## src/hw/rtl/tptlv_pkg.sv

```systemverilog
`timescale 1ns / 1ps
// ----------------------------------------------------------------------------
// Transport parameter decoder package
// Shared types and constants for the front decoder, the record queue and the
// record emitter.
// ----------------------------------------------------------------------------
package tptlv_pkg;

  localparam logic [1:0] KIND_INT  = 2'd0;
  localparam logic [1:0] KIND_RAW  = 2'd1;
  localparam logic [1:0] KIND_FLAG = 2'd2;
  localparam logic [1:0] KIND_END  = 2'd3;

  localparam logic [2:0] ST_OK      = 3'd0;
  localparam logic [2:0] ST_TRUNC   = 3'd1;
  localparam logic [2:0] ST_ROLE    = 3'd2;
  localparam logic [2:0] ST_BADLEN  = 3'd3;
  localparam logic [2:0] ST_LIMIT   = 3'd4;
  localparam logic [2:0] ST_MISSING = 3'd5;

  localparam logic [4:0] CODE_NONE = 5'd16;

  localparam logic [0:0] CFG_ROLE    = 1'b0;
  localparam logic [0:0] CFG_TIMEOUT = 1'b1;

  typedef enum logic [5:0] {
    PH_TYPE = 6'b000001,
    PH_LEN  = 6'b000010,
    PH_INT  = 6'b000100,
    PH_RAW  = 6'b001000,
    PH_SKIP = 6'b010000,
    PH_ERR  = 6'b100000
  } phase_t;

  typedef struct packed {
    logic [1:0]  kind;
    logic [4:0]  code;
    logic [61:0] value;
    logic [11:0] offset;
    logic [2:0]  status;
  } rec_t;

  // One queue entry: the records one input byte causes.
  typedef struct packed {
    logic has_a;
    rec_t rec_a;
    logic has_end;
    logic [2:0] end_status;
    logic [61:0] peer_to;
  } qent_t;

endpackage

```

## src/hw/rtl/tptlv_front.sv

```systemverilog
`timescale 1ns / 1ps
// ----------------------------------------------------------------------------
// Transport parameter front decoder
// Parses each byte of the parameter block and produces the queue entry that
// describes the records it causes.
// ----------------------------------------------------------------------------
module tptlv_front #(
  parameter int MAX_CID_BYTES = 20,
  parameter int TOKEN_BYTES   = 16,
  parameter int MAX_PARAM_LEN = 4096
) (
  input  logic              clk,
  input  logic              rst_n,
  input  logic              step,
  input  logic [7:0]        data_byte,
  input  logic              final_byte,
  input  logic              role_server,
  output tptlv_pkg::qent_t  ent
);

  localparam int PREF_FIXED = 24;
  localparam int LW = $clog2(MAX_PARAM_LEN + 1);

  tptlv_pkg::phase_t phase_r, phase_nxt;
  logic [61:0] acc_r, acc_nxt;
  logic [2:0]  left_r, left_nxt;
  logic [4:0]  param_r, param_nxt;
  logic [LW-1:0] bleft_r, bleft_nxt;
  logic [LW-1:0] vlen_r, vlen_nxt;
  logic [1:0]  pres_r, pres_nxt;
  logic [61:0] peer_r, peer_nxt;
  logic [2:0]  err_r, err_nxt;

  logic        vdone;
  logic [61:0] vacc;
  logic [2:0]  vleft;
  logic [LW-1:0] off;
  logic        is_int;
  logic [3:0]  annc;

  always_comb begin
    if (left_r == 3'd0) begin
      vacc  = {56'd0, data_byte[5:0]};
      case (data_byte[7:6])
        2'd0:    vleft = 3'd0;
        2'd1:    vleft = 3'd1;
        2'd2:    vleft = 3'd3;
        default: vleft = 3'd7;
      endcase
    end else begin
      vacc  = {acc_r[53:0], data_byte};
      vleft = left_r - 3'd1;
    end
    vdone = (vleft == 3'd0);
    case (data_byte[7:6])
      2'd0:    annc = 4'd1;
      2'd1:    annc = 4'd2;
      2'd2:    annc = 4'd4;
      default: annc = 4'd8;
    endcase
    is_int = (param_r == 5'd1) || (param_r >= 5'd3 && param_r <= 5'd11) || (param_r == 5'd14);
    off = vlen_r - bleft_r;
  end

  always_comb begin
    phase_nxt = phase_r;
    acc_nxt   = acc_r;
    left_nxt  = left_r;
    param_nxt = param_r;
    bleft_nxt = bleft_r;
    vlen_nxt  = vlen_r;
    pres_nxt  = pres_r;
    peer_nxt  = peer_r;
    err_nxt   = err_r;
    ent       = '0;
    case (phase_r)
      tptlv_pkg::PH_TYPE: begin
        acc_nxt  = vacc;
        left_nxt = vleft;
        if (vdone) begin
          param_nxt = (vacc < 62'd16) ? vacc[4:0] : tptlv_pkg::CODE_NONE;
          acc_nxt   = '0;
          phase_nxt = tptlv_pkg::PH_LEN;
        end
      end
      tptlv_pkg::PH_LEN: begin
        acc_nxt  = vacc;
        left_nxt = vleft;
        if (vdone) begin
          bleft_nxt = vacc[LW-1:0];
          vlen_nxt  = vacc[LW-1:0];
          acc_nxt   = '0;
          if (vacc > 62'(MAX_PARAM_LEN)) begin
            err_nxt = tptlv_pkg::ST_BADLEN;
          end else if ((param_r == 5'd0 || param_r == 5'd2 || param_r == 5'd13)
                       && !role_server) begin
            err_nxt = tptlv_pkg::ST_ROLE;
          end else if (param_r == 5'd0 || param_r == 5'd15) begin
            if (vacc > 62'(MAX_CID_BYTES)) begin
              err_nxt = tptlv_pkg::ST_BADLEN;
            end else begin
              pres_nxt = pres_r | ((param_r == 5'd0) ? 2'b01 : 2'b10);
              if (vacc == 62'd0) begin
                ent.has_a      = 1'b1;
                ent.rec_a.kind = tptlv_pkg::KIND_FLAG;
                ent.rec_a.code = param_r;
                phase_nxt      = tptlv_pkg::PH_TYPE;
              end else begin
                phase_nxt = tptlv_pkg::PH_RAW;
              end
            end
          end else if (param_r == 5'd2) begin
            if (vacc != 62'(TOKEN_BYTES)) err_nxt = tptlv_pkg::ST_BADLEN;
            else phase_nxt = tptlv_pkg::PH_RAW;
          end else if (param_r == 5'd13) begin
            if (vacc < 62'(PREF_FIXED + 1 + TOKEN_BYTES) ||
                vacc > 62'(PREF_FIXED + 1 + MAX_CID_BYTES + TOKEN_BYTES))
              err_nxt = tptlv_pkg::ST_BADLEN;
            else phase_nxt = tptlv_pkg::PH_RAW;
          end else if (param_r == 5'd12) begin
            if (vacc != 62'd0) begin
              err_nxt = tptlv_pkg::ST_BADLEN;
            end else begin
              ent.has_a      = 1'b1;
              ent.rec_a.kind = tptlv_pkg::KIND_FLAG;
              ent.rec_a.code = param_r;
              phase_nxt      = tptlv_pkg::PH_TYPE;
            end
          end else if (is_int) begin
            if (vacc == 62'd0 || vacc > 62'd8) err_nxt = tptlv_pkg::ST_BADLEN;
            else phase_nxt = tptlv_pkg::PH_INT;
          end else begin
            phase_nxt = (vacc == 62'd0) ? tptlv_pkg::PH_TYPE : tptlv_pkg::PH_SKIP;
          end
          if (err_nxt != tptlv_pkg::ST_OK) phase_nxt = tptlv_pkg::PH_ERR;
        end
      end
      tptlv_pkg::PH_INT: begin
        if (left_r == 3'd0 && LW'(annc) != bleft_r) begin
          err_nxt   = tptlv_pkg::ST_BADLEN;
          phase_nxt = tptlv_pkg::PH_ERR;
        end else begin
          acc_nxt  = vacc;
          left_nxt = vleft;
          if (vdone) begin
            if (param_r == 5'd10 && vacc > 62'd20) begin
              err_nxt   = tptlv_pkg::ST_LIMIT;
              phase_nxt = tptlv_pkg::PH_ERR;
            end else if (param_r == 5'd11 && vacc >= 62'd16384) begin
              err_nxt   = tptlv_pkg::ST_LIMIT;
              phase_nxt = tptlv_pkg::PH_ERR;
            end else begin
              if (param_r == 5'd1) peer_nxt = vacc;
              ent.has_a       = 1'b1;
              ent.rec_a.kind  = tptlv_pkg::KIND_INT;
              ent.rec_a.code  = param_r;
              ent.rec_a.value = vacc;
              bleft_nxt       = '0;
              phase_nxt       = tptlv_pkg::PH_TYPE;
            end
          end
        end
      end
      tptlv_pkg::PH_RAW: begin
        if (param_r == 5'd13 && off == LW'(PREF_FIXED) &&
            (data_byte > 8'(MAX_CID_BYTES) ||
             vlen_r != LW'(PREF_FIXED + 1 + TOKEN_BYTES) + LW'(data_byte))) begin
          err_nxt   = tptlv_pkg::ST_BADLEN;
          phase_nxt = tptlv_pkg::PH_ERR;
        end else begin
          ent.has_a         = 1'b1;
          ent.rec_a.kind    = tptlv_pkg::KIND_RAW;
          ent.rec_a.code    = param_r;
          ent.rec_a.value   = {54'd0, data_byte};
          ent.rec_a.offset  = 12'(off);
          bleft_nxt         = bleft_r - LW'(1);
          if (bleft_r == LW'(1)) phase_nxt = tptlv_pkg::PH_TYPE;
        end
      end
      tptlv_pkg::PH_SKIP: begin
        bleft_nxt = bleft_r - LW'(1);
        if (bleft_r == LW'(1)) phase_nxt = tptlv_pkg::PH_TYPE;
      end
      default: ;
    endcase

    if (final_byte) begin
      ent.has_end = 1'b1;
      ent.peer_to = peer_nxt;
      if (err_nxt != tptlv_pkg::ST_OK) ent.end_status = err_nxt;
      else if (phase_nxt != tptlv_pkg::PH_TYPE || left_nxt != 3'd0)
        ent.end_status = tptlv_pkg::ST_TRUNC;
      else if ((role_server && !pres_nxt[0]) || !pres_nxt[1])
        ent.end_status = tptlv_pkg::ST_MISSING;
      else ent.end_status = tptlv_pkg::ST_OK;
    end
  end

  always_ff @(posedge clk) begin
    if (!rst_n || (step && final_byte)) begin
      phase_r <= tptlv_pkg::PH_TYPE;
      acc_r   <= '0;
      left_r  <= '0;
      param_r <= '0;
      bleft_r <= '0;
      vlen_r  <= '0;
      pres_r  <= '0;
      peer_r  <= '0;
      err_r   <= '0;
    end else if (step) begin
      phase_r <= phase_nxt;
      acc_r   <= acc_nxt;
      left_r  <= left_nxt;
      param_r <= param_nxt;
      bleft_r <= bleft_nxt;
      vlen_r  <= vlen_nxt;
      pres_r  <= pres_nxt;
      peer_r  <= peer_nxt;
      err_r   <= err_nxt;
    end
  end

endmodule

```

## src/hw/rtl/tptlv_queue.sv

```systemverilog
`timescale 1ns / 1ps
// ----------------------------------------------------------------------------
// Transport parameter record queue
// Two-entry queue between the front decoder and the record emitter.
// ----------------------------------------------------------------------------
module tptlv_queue (
  input  logic              clk,
  input  logic              rst_n,
  input  logic              push,
  input  tptlv_pkg::qent_t  push_ent,
  output logic              full,
  input  logic              pop,
  output logic              not_empty,
  output tptlv_pkg::qent_t  head
);

  tptlv_pkg::qent_t mem_r [2];
  logic       wp_r, rp_r;
  logic [1:0] cnt_r;

  assign full      = (cnt_r == 2'd2);
  assign not_empty = (cnt_r != 2'd0);
  assign head      = mem_r[rp_r];

  always_ff @(posedge clk) begin
    if (push) mem_r[wp_r] <= push_ent;
  end

  always_ff @(posedge clk) begin
    if (!rst_n) begin
      wp_r  <= 1'b0;
      rp_r  <= 1'b0;
      cnt_r <= 2'd0;
    end else begin
      if (push) wp_r <= ~wp_r;
      if (pop) rp_r <= ~rp_r;
      cnt_r <= cnt_r + {1'b0, push} - {1'b0, pop};
    end
  end

endmodule

```

## src/hw/rtl/tptlv_back.sv

```systemverilog
`timescale 1ns / 1ps
// ----------------------------------------------------------------------------
// Transport parameter record emitter
// Turns each queue entry into its output transactions (none, one or two) and works
// out the negotiated idle timeout for the end status.
// ----------------------------------------------------------------------------
module tptlv_back (
  input  logic              clk,
  input  logic              rst_n,
  input  logic              not_empty,
  input  tptlv_pkg::qent_t  head,
  output logic              pop,
  input  logic [61:0]       local_to,
  output logic              out_valid,
  input  logic              out_stall,
  output tptlv_pkg::rec_t   rec,
  output logic              last
);

  logic sent_a_r;
  logic need_a, fire;
  logic [61:0] nego;
  logic [61:0] p;

  assign p      = head.peer_to;
  assign need_a = head.has_a && !sent_a_r;
  assign out_valid = not_empty && (need_a || head.has_end);
  assign fire   = out_valid && !out_stall;
  assign last   = !(need_a && head.has_end);
  assign pop    = not_empty && (!out_valid || (fire && last));

  always_comb begin
    if (p != 62'd0 && local_to != 62'd0) nego = (p < local_to) ? p : local_to;
    else nego = (p > local_to) ? p : local_to;
    if (need_a) begin
      rec = head.rec_a;
    end else begin
      rec        = '0;
      rec.kind   = tptlv_pkg::KIND_END;
      rec.code   = tptlv_pkg::CODE_NONE;
      rec.status = head.end_status;
      rec.value  = (head.end_status == tptlv_pkg::ST_OK) ? nego : 62'd0;
    end
  end

  always_ff @(posedge clk) begin
    if (!rst_n) sent_a_r <= 1'b0;
    else if (pop) sent_a_r <= 1'b0;
    else if (fire) sent_a_r <= 1'b1;
  end

endmodule

```

## src/hw/rtl/transport_param_tlv_decoder.sv

```systemverilog
`timescale 1ns / 1ps
// ----------------------------------------------------------------------------
// Transport parameter TLV decoder
// Decodes a transport parameter block one byte per transaction into value,
// raw byte, flag and end status records.
// ----------------------------------------------------------------------------
// The block accepts one byte per clock cycle while in_stall, raised when the
// two-entry queue is full, is low. The front decoder updates the parse state
// for each byte and places its records in the queue; the emitter sends them,
// one record per cycle while out_stall is low, so a byte that yields both a
// record and end status costs two transactions. No clearing pass after reset.
module transport_param_tlv_decoder #(
  parameter int MAX_CID_BYTES = 20,
  parameter int TOKEN_BYTES   = 16,
  parameter int MAX_PARAM_LEN = 4096
) (
  input  logic        clk,
  input  logic        rst_n,
  input  logic        in_valid,
  output logic        in_stall,
  input  logic [7:0]  in_data_byte,
  input  logic        in_final_byte,
  output logic        out_valid,
  input  logic        out_stall,
  output logic [1:0]  out_record_kind,
  output logic [4:0]  out_param_code,
  output logic [61:0] out_value,
  output logic [11:0] out_byte_offset,
  output logic [2:0]  out_status,
  output logic        out_run_last,
  input  logic        cfg_valid,
  output logic        cfg_ready,
  input  logic [0:0]  cfg_index,
  input  logic [61:0] cfg_data
);

  logic        role_r;
  logic [61:0] local_r;
  logic        full, not_empty, pop, push;
  tptlv_pkg::qent_t ent, head;
  tptlv_pkg::rec_t  rec;

  assign cfg_ready = 1'b1;
  assign in_stall  = full;
  assign push      = in_valid && !full;

  always_ff @(posedge clk) begin
    if (!rst_n) begin
      role_r  <= 1'b0;
      local_r <= 62'd30000;
    end else if (cfg_valid) begin
      case (cfg_index)
        tptlv_pkg::CFG_ROLE:    role_r  <= cfg_data[0];
        tptlv_pkg::CFG_TIMEOUT: local_r <= cfg_data;
        default: ;
      endcase
    end
  end

  tptlv_front #(
    .MAX_CID_BYTES(MAX_CID_BYTES),
    .TOKEN_BYTES(TOKEN_BYTES),
    .MAX_PARAM_LEN(MAX_PARAM_LEN)
  ) u_front (
    .clk(clk), .rst_n(rst_n), .step(push), .data_byte(in_data_byte),
    .final_byte(in_final_byte), .role_server(role_r), .ent(ent)
  );

  tptlv_queue u_queue (
    .clk(clk), .rst_n(rst_n), .push(push), .push_ent(ent), .full(full),
    .pop(pop), .not_empty(not_empty), .head(head)
  );

  tptlv_back u_back (
    .clk(clk), .rst_n(rst_n), .not_empty(not_empty), .head(head), .pop(pop),
    .local_to(local_r), .out_valid(out_valid), .out_stall(out_stall),
    .rec(rec), .last(out_run_last)
  );

  assign out_record_kind = rec.kind;
  assign out_param_code  = rec.code;
  assign out_value       = rec.value;
  assign out_byte_offset = rec.offset;
  assign out_status      = rec.status;

endmodule

```

## config.mk

```make
export PLATFORM = sky130hd
export DESIGN_NAME = transport_param_tlv_decoder
export DESIGN_NICKNAME = d
export VERILOG_FILES = /design/src/hw/rtl/tptlv_pkg.sv /design/src/hw/rtl/tptlv_front.sv /design/src/hw/rtl/tptlv_queue.sv /design/src/hw/rtl/tptlv_back.sv /design/src/hw/rtl/transport_param_tlv_decoder.sv
export SDC_FILE = /design/constraint.sdc
export NUM_CORES = 1
export LEC_CHECK = 0
export ABC_AREA = 0
export ABC_CLOCK_PERIOD_IN_PS = 11900
export BUFFER_PORTS_ARGS = -buffer_cell sky130_fd_sc_hd__buf_2
export CAP_MARGIN = 15
export CELL_PAD_IN_SITES_DETAIL_PLACEMENT = 1
export CELL_PAD_IN_SITES_GLOBAL_PLACEMENT = 1
export CORE_UTILIZATION = 25
export CTS_BUF_LIST = sky130_fd_sc_hd__clkbuf_2
export DETAILED_ROUTE_END_ITERATION = 8
export PLACE_DENSITY_LB_ADDON = 0.1
export SYNTH_ARGS = -nofsm -noshare
export SYNTH_HDL_FRONTEND = slang
export SYNTH_SLANG_ARGS = --single-unit
```

## constraint.sdc

```tcl
create_clock -name clk -period 11.9 [get_ports clk]
set_input_delay 1.19 -clock clk [delete_from_list [all_inputs] [get_ports clk]]
set_output_delay 1.19 -clock clk [all_outputs]
set_load 0.1 [all_outputs]
```

After elaboration in Yosys (flattened, before gate mapping)

Memory sizes are Yosys's and may differ from the RTL's. A register that Yosys moved wholly into a read port is not among the register bits.
Index checks and enable logic that the tools add are counted.

$add $sub $neg: 6
Order comparisons: 12
Equality and inequality tests: 28
Multiplexer cells: 106
Bitwise operators: 5
Reductions and logical operators: 62

Operators by type and width:

| operator                                                                               | count |
|---|---|
| 62-bit 2-to-1 mux                                                                      | 11 |
| 70-bit 2-to-1 mux                                                                      | 4 |
| 62-bit nonzero test                                                                    | 3 |
| 6-bit 2-to-1 mux                                                                       | 21 |
| 62-bit case mux with 2 select lines                                                    | 1 |
| 54-bit 2-to-1 mux                                                                      | 2 |
| 54-bit case mux with 2 select lines                                                    | 1 |
| 84-bit 2-to-1 mux                                                                      | 1 |
| 82-bit 2-to-1 mux                                                                      | 1 |
| 8-bit 2-to-1 mux                                                                       | 10 |
| 13-bit 2-to-1 mux                                                                      | 6 |
| 3-bit 2-to-1 mux                                                                       | 25 |
| 66-bit 2-to-1 mux                                                                      | 1 |
| 62-bit by 15-bit greater-or-equal comparator with 1-bit output (second input constant) | 1 |
| 62-bit by 13-bit greater-than comparator with 1-bit output (second input constant)     | 1 |
| 62-bit by 4-bit greater-than comparator with 1-bit output (second input constant)      | 1 |
| 62-bit by 5-bit greater-than comparator with 1-bit output (second input constant)      | 1 |
| 62-bit by 6-bit greater-than comparator with 1-bit output (second input constant)      | 1 |
| 62-bit greater-than comparator                                                         | 1 |
| 62-bit logical NOT                                                                     | 1 |
| 62-bit by 5-bit less-than comparator with 1-bit output (second input constant)         | 1 |
| 62-bit by 6-bit less-than comparator with 1-bit output (second input constant)         | 1 |
| 62-bit less-than comparator                                                            | 1 |
| 62-bit by 5-bit inequality test with 1-bit output (second input constant)              | 1 |
| 52 further kinds                                                                       | 121 |

Bits in registers: 229
Memory bits (writable): 296
Output and inout port bits: 88
Memories kept: 1

Memories:

| memory        | words | bits a word | rd ports | clocked after Yosys merged registers in | write ports | RTL line          | source |
|---|---|---|---|---|---|---|---|
| u_queue.mem_r | 2     | 148         | 1        | 1                                       | 1           | tptlv_queue.sv:17 | `tptlv_pkg::qent_t mem_r [2];` |

Depth between registers and ports, before layout

Gate-level depths: netlist of run 1.

Depth in word-level cells: 23
Gate-level depth with buffers: 20
Mapped depth without buffers: 15

By module

Synthesis of run 1 repeated with hierarchy kept, for this count alone.

Cells, all modules: 2,892
Area, all modules: 28,308.4 sq um

Modules (own cells, without submodules):

| module                      | times used | cells each | area an instance (sq um) | sequential area each (sq um) |
|---|---|---|---|---|
| tptlv_queue                 | 1          | 491        | 11,488.5                 | 9,168.8 |
| tptlv_front                 | 1          | 1,511      | 10,313.6                 | 3,223.1 |
| tptlv_back                  | 1          | 600        | 3,752.3                  | 20.0 |
| transport_param_tlv_decoder | 1          | 290        | 2,753.9                  | 1,261.2 |

Worst setup path before layout of run 1

OpenSTA, ideal clock, no wires.

Path kind: input-to-reg
From: in in_valid
To: mem u_queue.mem_r[0][0] in the netlist's numbering, enable pin
Arrival time: 7.713 ns
Setup slack: 3.527 ns
Stages: 3
Buffers on the path: 1
Path through: nand2_1 clkbuf_1 nor2_1

Word-level cells in the longest chain between the ends: 3

RTL lines:

| item                                   | RTL line                          | source |
|---|---|---|
| start: declaration                     | transport_param_tlv_decoder.sv:19 | `input logic in_valid,` |
| 1-bit logical AND                      | transport_param_tlv_decoder.sv:45 | `assign push = in_valid && !full;` |
| 1-bit 2-to-1 mux                       | tptlv_queue.sv:26                 | `if (push) mem_r[wp_r] <= push_ent;` |
| 1-bit 2-to-1 mux (not written as such) | tptlv_queue.sv:26                 |  |
| end: declaration                       | tptlv_queue.sv:17                 |  |

Every way passes these cells.

==> results of run 1 <==
[what timing repair did]
action | 4_1_cts | 5_1_grt
hold buffers | 63 | 0
hold endpoints to repair | 64 | 0
resized for setup | 0 | 0
[power breakdown]
part	total (mW)	internal, mW	leakage [nW]	switching, mW
clock	1.44	0.580	1.11	0.856
sequential	2.20	2.09	4.63	0.112
combinational	2.98	0.768	5.48	2.21
total	6.61	3.43	11.2	3.18
[through the flow]
stage	instances	hold WS (ns)
floorplan	2858	0.432
global placement	4332	0.442
CTS	4681	0.00270
finish	4686	0.244
detailed placement	4332	0.448
global route	4685	0.0503
[cells in the mapped netlist (10+ instances only)]
master	number	share of area [%]
o211ai_1	77	2.1
nor2b_1	37	0.84
clkbuf_1	186	2.5
nor3_1	32	0.58
mux2i_1	90	3.3
xnor2_1	18	0.57
ha_1	84	3.8
a211oi_1	17	0.46
a31oi_1	14	0.32
nor2_1	153	2.1
nand2_1	412	5.6
a21boi_0	100	2.7
nor4_1	57	1.3
a22oi_1	37	1.0
o31a_1	63	2.0
dfxtp_1	230	17
buf_1	10	0.14
or3_1	12	0.27
edfxtp_1	296	32
mux2_2	125	5.1
a21o_1	25	0.68
a21oi_1	169	3.1
inv_1	96	1.3
nand3_1	117	2.1
nand4_1	60	1.4
o21ai_0	110	2.0
and2_1	77	1.7
[per-layer routing]
metal	global-route usage (%)	vias up	share of wire (%)
met5	0	-	0.017
met4	6.13	2	2.4
met3	3.34	165	3.7
met2	31.0	488	46
met1	26.5	11900	48
li1	-	11000	-
[final cells by class]
class | count | area [um^2]
multi-input combinational | 2032 | 13200
clock buffer | 236 | 1180
inverter | 98 | 368
fill | 12700 | 77100
clock inverter | 50 | 282
antenna | 4 | 10.0
timing repair buffer | 264 | 1770
tap | 1476 | 1850
sequential | 526 | 13500
[flip-flops by register name, summed over array words and instances (netlist names), 2 cells and up, named ones only]
signal and count:
u_queue.mem_r 296, local_r 62, u_front.peer_r 62, u_front.acc_r 54
u_front.bleft_r 13, u_front.vlen_r 13, u_front.phase_r 6, u_front.param_r 5
u_front.err_r 3, u_front.left_r 3, u_front.pres_r 2, u_queue.cnt_r 2
[worst reg2reg max path, delay by kind of cell (launching register included)]
| family | cells | cell delay (ns) |
|---|---|---|
| AO/OA/AOI/OAI | 3 | 1.36 |
| XOR/XNOR | 1 | 0.26 |
| adder cells (fa/ha/maj) | 2 | 0.67 |
| buffers and inverters | 2 | 0.41 |
| flip-flops | 1 | 0.54 |
| AND/OR/NAND/NOR | 6 | 1.88 |
[path summary, 6_finish.rpt]
check	start	to	slack (ns)	cells after the start
worst max-delay path	flop	out_value[57]	3.22	16
worst min-delay path	cfg_valid	role_r	0.24	3
worst max register to register	u_front.bleft_r[0]	u_queue.mem_r[1][140]	6.50	14
worst min register to register	u_front.peer_r[24]	u_front.peer_r[24]	0.46	2
[kinds of logic (layout without fill, tap and decap cells)]
kind of cell	Yosys count	in the layout
AOI/OAI and AO/OA	690	690
xor gates and xnor gates	25	25
adders and majority gates	85	85
buffers and inverters	300	648
DFF	526	526
muxes	215	215
other	1	5
and+or+nand+nor	1016	1016
==> impl_metrics.xml, run 1 <==
<?xml version="1.0" encoding="UTF-8"?>
<metrics>
  <group name="synth">
    <metric name="main_combinational_cell_family_by_area_after_synthesis" unit="">simple AND/OR/NAND/NOR gates</metric>
    <metric name="synth_cells" unit="">2858</metric>
    <metric name="synth_fp_nets" unit="">3020</metric>
    <metric name="synth-edff-count" unit="">296</metric>
    <metric name="async_reset_ff_share" unit="%">0</metric>
    <metric name="sequential_area_share_after_synthesis" unit="%">48.7</metric>
    <metric name="synth.area.mux_share" unit="%">8.33</metric>
    <metric name="synth_simple_gate_area_share" unit="%">17.5</metric>
    <metric name="yosys.cell_types.count" unit="">76</metric>
    <metric name="synthFlopType" unit="">edfxtp_1</metric>
    <metric name="yosys_warnings" unit="">0</metric>
    <metric name="post_synth_xor_area_fraction" unit="%">0.790</metric>
    <metric name="synth_area" unit="um^2">27700</metric>
    <metric name="post_synthesis_register_bit_count" unit="">526</metric>
    <metric name="synth-adder-area-share" unit="%">3.87</metric>
    <metric name="synthesis.area_per_instance" unit="um^2">9.69</metric>
    <metric name="synth_compound_area_share" unit="%">16.7</metric>
  </group>
  <group name="floorplan">
    <metric name="fp.coreArea" unit="um^2">109000</metric>
    <metric name="initial_utilization" unit="%">25.3</metric>
    <metric name="dieWidth" unit="um">335</metric>
    <metric name="fp.dieArea" unit="um^2">112000</metric>
    <metric name="num_io_pins" unit="">165</metric>
    <metric name="die_h" unit="um">335</metric>
    <metric name="count_of_standard_cell_rows" unit="">121</metric>
  </group>
  <group name="worst_setup_path">
    <metric name="required" unit="ns">10.71</metric>
    <metric name="crit_path_start_kind" unit="">flop</metric>
    <metric name="end_kind" unit="">primary output</metric>
    <metric name="timing.setup.critical_path_class" unit="">reg2out</metric>
    <metric name="worst_path_max_delay_cell" unit="">dfxtp_4</metric>
    <metric name="series_of_cell_instances_along_the_critical_path" unit="">buf_12 &gt; buf_4 &gt; mux2_2 &gt; ha_1 &gt; o21a_1 &gt; o21a_1 &gt; o211ai_1 &gt; a21oi_1 &gt; o22ai_1 &gt; a21oi_4 &gt; buf_4 &gt; nor2_4 &gt; buf_4 &gt; o21ai_0 &gt; o211ai_1 &gt; buf_2</metric>
    <metric name="cp.arrival" unit="ns">7.49</metric>
    <metric name="worst_path_largest_cell_delay" unit="ns">0.85</metric>
    <metric name="timing.critical_path.fanout_max" unit="">68</metric>
    <metric name="worst_path_dominant_cell_family" unit="">buffers and inverters</metric>
    <metric name="timing.critical_path.buf_inv" unit="">5</metric>
    <metric name="library_cell_appearing_most_often_on_the_critical_path" unit="">buf_4</metric>
  </group>
  <group name="final_layout">
    <metric name="mostFrequentLayoutCells" unit="">408 x nand2_1, 296 x edfxtp_1, 236 x clkbuf_2, 229 x dfxtp_1, 168 x a21oi_1</metric>
    <metric name="fin_util" unit="%">29.4</metric>
    <metric name="finalInstanceArea" unit="um^2">32200</metric>
    <metric name="flow.area_growth_from_synthesis" unit="%">16.1</metric>
    <metric name="final_layout_size_suffix_gt1_share" unit="%">19.2</metric>
    <metric name="mostFrequentLayoutCell" unit="">nand2_1</metric>
    <metric name="finish.net_count" unit="">3239</metric>
  </group>
  <group name="clock_network">
    <metric name="cts.reportedPaths.clkPinSlew" unit="ns">0.10</metric>
    <metric name="cts_tree" unit="">done</metric>
    <metric name="insertion_delay_to_the_later_sink_of_the_worst_skew_pair" unit="ns">1.38</metric>
    <metric name="cts_buffers" unit="">155</metric>
    <metric name="cts_setup_buffers" unit="">0</metric>
    <metric name="tritoncts_num_sinks" unit="">526</metric>
    <metric name="clock_path_buffers" unit="">3</metric>
    <metric name="htree_levels" unit="">4</metric>
    <metric name="clockRootBuffer" unit="">clkbuf_2</metric>
  </group>
  <group name="power">
    <metric name="totalPowerFinal" unit="mW">6.61</metric>
    <metric name="static-leakage-power" unit="nW">11.2</metric>
    <metric name="cellPowerDensity" unit="nW/um^2">205</metric>
    <metric name="irDropWorstVdd" unit="mV">0.0984</metric>
  </group>
  <group name="grt">
    <metric name="grt_start_max_net_pins" unit="">150</metric>
    <metric name="first_pass_grt_wire_length" unit="mm">163</metric>
    <metric name="antenna_found_initial" unit="">5</metric>
    <metric name="gr-total-overflow" unit="">0</metric>
    <metric name="globalRouteTotalUtil" unit="%">19.4</metric>
    <metric name="first_global_vias" unit="">24600</metric>
  </group>
  <group name="detailed_routing">
    <metric name="routedWlPerCell" unit="um">23.5</metric>
    <metric name="drtIter0Drc" unit="">1581</metric>
    <metric name="num_vias" unit="">23500</metric>
    <metric name="drt_first_pass_iters" unit="">5</metric>
    <metric name="drt_drc_violations_left" unit="">0</metric>
    <metric name="wl" unit="mm">110</metric>
    <metric name="antenna_violating_nets_left" unit="">0</metric>
    <metric name="drt-vias-per-instance" unit="">5.02</metric>
  </group>
  <group name="timing">
    <metric name="hold_violations" unit="">0</metric>
    <metric name="final_max_slew_viol_count" unit="">0</metric>
    <metric name="timing.final.ws_setup" unit="ns">3.22</metric>
    <metric name="grt_setup_unrepaired" unit="">no</metric>
    <metric name="worst_pin_slew" unit="ns">1.16</metric>
    <metric name="fin_crit_sh" unit="%">73.0</metric>
    <metric name="achievable-frequency" unit="MHz">115</metric>
    <metric name="timing.clock.skew" unit="ns">0.107</metric>
    <metric name="fin_tns_setup" unit="ns">0</metric>
    <metric name="timing.slew.headroom" unit="%">21.9</metric>
    <metric name="fin_crit" unit="ns">8.68</metric>
    <metric name="setup_viol_count_final" unit="">0</metric>
  </group>
  <group name="placed_design">
    <metric name="dp_hpwl" unit="mm">75.6</metric>
    <metric name="placed_area" unit="um^2">30100</metric>
    <metric name="finalWeightedCongestion" unit="">0.832</metric>
    <metric name="buffer_ports.inserted" unit="">163</metric>
    <metric name="pre_cts_slack" unit="ns">4.50</metric>
  </group>
  <group name="worst_hold_path">
    <metric name="hp-class" unit="">in2reg</metric>
  </group>
  <group name="flow_run">
    <metric name="max_cap_violations" unit="">0</metric>
  </group>
  <group name="status">
    <metric name="run_status" unit="">finished, final reports clean</metric>
  </group>
</metrics>
Note: power is estimated with default switching activity, not from simulation.
==> run 2: changes to the inputs <==
--- a/config.mk
+++ b/config.mk
@@ -6,7 +6,7 @@
 export NUM_CORES = 1
 export LEC_CHECK = 0
 export ABC_AREA = 0
-export ABC_CLOCK_PERIOD_IN_PS = 11900
+export ABC_CLOCK_PERIOD_IN_PS = 8800
 export BUFFER_PORTS_ARGS = -buffer_cell sky130_fd_sc_hd__buf_2
 export CAP_MARGIN = 15
 export CELL_PAD_IN_SITES_DETAIL_PLACEMENT = 1
==> constraint.sdc (replaced) <==
create_clock -name clk -period 8.8 [get_ports clk]
set_input_delay 0.88 -clock clk [delete_from_list [all_inputs] [get_ports clk]]
set_output_delay 0.88 -clock clk [all_outputs]
set_load 0.1 [all_outputs]
==> run 2 against run 1 <==
- non-clock buffer count increased by 53
- cell count increased by 1.1%
- core utilization rose by 0.54 points
- clock skew increased by 0.0065 ns
- global-route usage grew 0.17 points
- sequential power increased by 35%
- critical path depth is 2 lower
- combinational power up 37%
- first-iteration DRC count decreased by 12%
- power grew 37%
- largest power group unchanged
- highest routed layer unchanged
==> impl_metrics.xml, run 2 (synthesis results as in run 1) <==
<?xml version="1.0" encoding="UTF-8"?>
<metrics>
  <group name="timing">
    <metric name="hold_violations" unit="">0</metric>
    <metric name="setup_viol_count_final" unit="">0</metric>
    <metric name="worst_pin_slew" unit="ns">1.16</metric>
    <metric name="timing.clock.skew" unit="ns">0.113</metric>
    <metric name="fin_tns_setup" unit="ns">0</metric>
    <metric name="grt_setup_unrepaired" unit="">no</metric>
    <metric name="timing.hold.ws" unit="ns">0.316</metric>
    <metric name="fin_crit_sh" unit="%">93.2</metric>
    <metric name="final_max_slew_viol_count" unit="">0</metric>
    <metric name="achievable-frequency" unit="MHz">122</metric>
    <metric name="timing.slew.headroom" unit="%">22.5</metric>
    <metric name="fin_crit" unit="ns">8.20</metric>
  </group>
  <group name="final_layout">
    <metric name="final-instance-count-excl-fill" unit="">4737</metric>
    <metric name="final_layout_size_suffix_gt1_share" unit="%">19.2</metric>
    <metric name="finish.net_count" unit="">3292</metric>
    <metric name="top_reg_by_flops" unit="">u_queue.mem_r</metric>
    <metric name="largest_registers_in_the_final_layout" unit="">u_queue.mem_r (296), local_r (62), u_front.peer_r (62)</metric>
    <metric name="mostFrequentLayoutCell" unit="">nand2_1</metric>
    <metric name="largest_register_ffs" unit="">296</metric>
    <metric name="mostFrequentLayoutCells" unit="">408 x nand2_1, 296 x edfxtp_1, 233 x clkbuf_2, 229 x dfxtp_1, 168 x a21oi_1</metric>
    <metric name="flow.area_growth_from_synthesis" unit="%">18.3</metric>
    <metric name="fin_util" unit="%">30.0</metric>
  </group>
  <group name="flow_run">
    <metric name="max_cap_violations" unit="">0</metric>
  </group>
  <group name="clock_network">
    <metric name="insertion_delay_to_the_later_sink_of_the_worst_skew_pair" unit="ns">1.39</metric>
    <metric name="htree_levels" unit="">4</metric>
    <metric name="tritoncts_num_sinks" unit="">526</metric>
    <metric name="clockRootBuffer" unit="">clkbuf_2</metric>
    <metric name="cts_tree" unit="">done</metric>
    <metric name="clock_path_buffers" unit="">3</metric>
    <metric name="cts_buffers" unit="">155</metric>
    <metric name="cts.reportedPaths.clkPinSlew" unit="ns">0.09</metric>
    <metric name="resized_gates_after_cts" unit="">0</metric>
  </group>
  <group name="grt">
    <metric name="first_pass_grt_wire_length" unit="mm">165</metric>
    <metric name="globalRouteTotalUtil" unit="%">19.6</metric>
    <metric name="antenna_found_initial" unit="">4</metric>
    <metric name="gr-total-overflow" unit="">0</metric>
    <metric name="grt_start_max_net_pins" unit="">127</metric>
    <metric name="first_global_vias" unit="">25100</metric>
  </group>
  <group name="worst_setup_path">
    <metric name="library_cell_appearing_most_often_on_the_critical_path" unit="">buf_4</metric>
    <metric name="required" unit="ns">7.92</metric>
    <metric name="timing.rr.end" unit="">u_queue.mem_r[0][140]</metric>
    <metric name="timing.setup.critical_path_class" unit="">reg2out</metric>
    <metric name="series_of_cell_instances_along_the_critical_path" unit="">buf_4 &gt; mux2_2 &gt; ha_1 &gt; a21o_1 &gt; a211o_1 &gt; a21oi_1 &gt; o221ai_1 &gt; or2_2 &gt; buf_4 &gt; o22ai_4 &gt; buf_4 &gt; mux2i_1 &gt; o211ai_1 &gt; buf_2</metric>
    <metric name="worst_path_largest_cell_delay" unit="ns">0.80</metric>
    <metric name="crit_path_start_kind" unit="">flop</metric>
    <metric name="end_kind" unit="">primary output</metric>
    <metric name="timing.rr.start" unit="">u_front.bleft_r[0]</metric>
    <metric name="rrSetupSlack" unit="ns">3.55</metric>
    <metric name="worst_path_dominant_cell_family" unit="">buffers and inverters</metric>
    <metric name="worstRegToRegCells" unit="">14</metric>
    <metric name="timing.critical_path.fanout_max" unit="">44</metric>
    <metric name="cp.arrival" unit="ns">7.32</metric>
    <metric name="timing.critical_path.buf_inv" unit="">4</metric>
    <metric name="worst_path_max_delay_cell" unit="">dfxtp_4</metric>
  </group>
  <group name="detailed_routing">
    <metric name="drt_first_pass_iters" unit="">5</metric>
    <metric name="drtIter0Drc" unit="">1385</metric>
    <metric name="antenna_violating_nets_left" unit="">0</metric>
    <metric name="drt_drc_violations_left" unit="">0</metric>
    <metric name="num_vias" unit="">23700</metric>
    <metric name="wl" unit="mm">111</metric>
    <metric name="drt-vias-per-instance" unit="">5.01</metric>
    <metric name="routedWlPerCell" unit="um">23.4</metric>
  </group>
  <group name="floorplan">
    <metric name="initial_utilization" unit="%">25.3</metric>
    <metric name="die_h" unit="um">335</metric>
    <metric name="count_of_standard_cell_rows" unit="">121</metric>
    <metric name="num_io_pins" unit="">165</metric>
    <metric name="dieWidth" unit="um">335</metric>
    <metric name="fp.coreArea" unit="um^2">109000</metric>
    <metric name="fp.dieArea" unit="um^2">112000</metric>
  </group>
  <group name="worst_hold_path">
    <metric name="min_from" unit="">cfg_data[16]</metric>
    <metric name="timing.hold.worst_endpoint" unit="">local_r[16]</metric>
    <metric name="hp-class" unit="">in2reg</metric>
    <metric name="cell_count_of_the_worst_hold_path" unit="">4</metric>
  </group>
  <group name="placed_design">
    <metric name="buffer_ports.inserted" unit="">163</metric>
    <metric name="finalWeightedCongestion" unit="">0.854</metric>
    <metric name="dp_hpwl" unit="mm">76.8</metric>
    <metric name="dp_cells" unit="">4338</metric>
  </group>
  <group name="power">
    <metric name="cellPowerDensity" unit="nW/um^2">277</metric>
    <metric name="irDropWorstVdd" unit="mV">0.173</metric>
    <metric name="static-leakage-power" unit="nW">11.5</metric>
    <metric name="totalPowerFinal" unit="mW">9.07</metric>
  </group>
  <group name="status">
    <metric name="run_status" unit="">finished, final reports clean</metric>
  </group>
</metrics>
-- run 2: cell types whose count changed in the layout (fill, tap and decap cells not counted) --
cell / change
buf_4: +6
bufinv_16: +3
clkbuf_2: -3
clkinv_1: -5
clkinv_2: +4
clkinv_4: -1
clkinvlp_4: +1
dlygate4sd3_1: +47
inv_6: -1
nor4_1: -2
nor4_2: +2
-- run 2: report_power, final --
group / leakage [nW] / switching [mW] / internal (mW)
sequential: 4.62 / 0.144 / 2.82
clock: 1.14 / 1.16 / 0.862
combinational: 5.76 / 3.02 / 1.06
-- run 2: area by class of cell --
type,count,area (um^2)
clock buffers,233,1170
flip-flops and latches,526,13500
well taps,1476,1850
multi-input cells,2032,13200
repair buffers,317,2290
inverters,98,368
clock inverters,51,363
diodes,4,10.0
fillers,12600,76500
-- run 2: worst max-delay path by stage --
stage          startpoint             endpoint  slack (ns)  depth (start not counted)
5_1_grt              flop        out_value[33]        0.22                         14
4_1_cts              flop        out_value[33]        0.27                         14
2_1_floorplan    in_valid  u_queue.mem_r[0][0]        0.74                          3
3_3_place_gp         flop        out_value[33]        1.92                         14
6_report             flop        out_value[33]        0.60                         14
3_5_place_dp         flop        out_value[33]        1.86                         14
-- run 2: timing repair --
action                     CTS  global route
setup buffers                0             0
setup endpoints to repair    0             0
hold endpoints to repair   157             8
hold buffers               109             1
-- run 2: metal layers --
metal / track usage, % / routed length, um
met1: 26.5 / 53100
met2: 31.9 / 51500
met3: 3.00 / 3720
met4: 6.12 / 2490
met5: 0 / 20
-- run 2: stage by stage --
step	worst slack, ns	area (um^2)
final	0.602	32800
after floorplan	0.737	27700
after detailed placement	1.86	30100
after global routing	0.224	32800
after global placement	1.92	30100
after CTS	0.267	32700
-- run 2: worst min-delay path: cells and delay by family --
family	cells	cell delay, ns
buffers and inverters	2	0.65
AO/OA/AOI/OAI	1	0.06
AND/OR/NAND/NOR	1	0.04
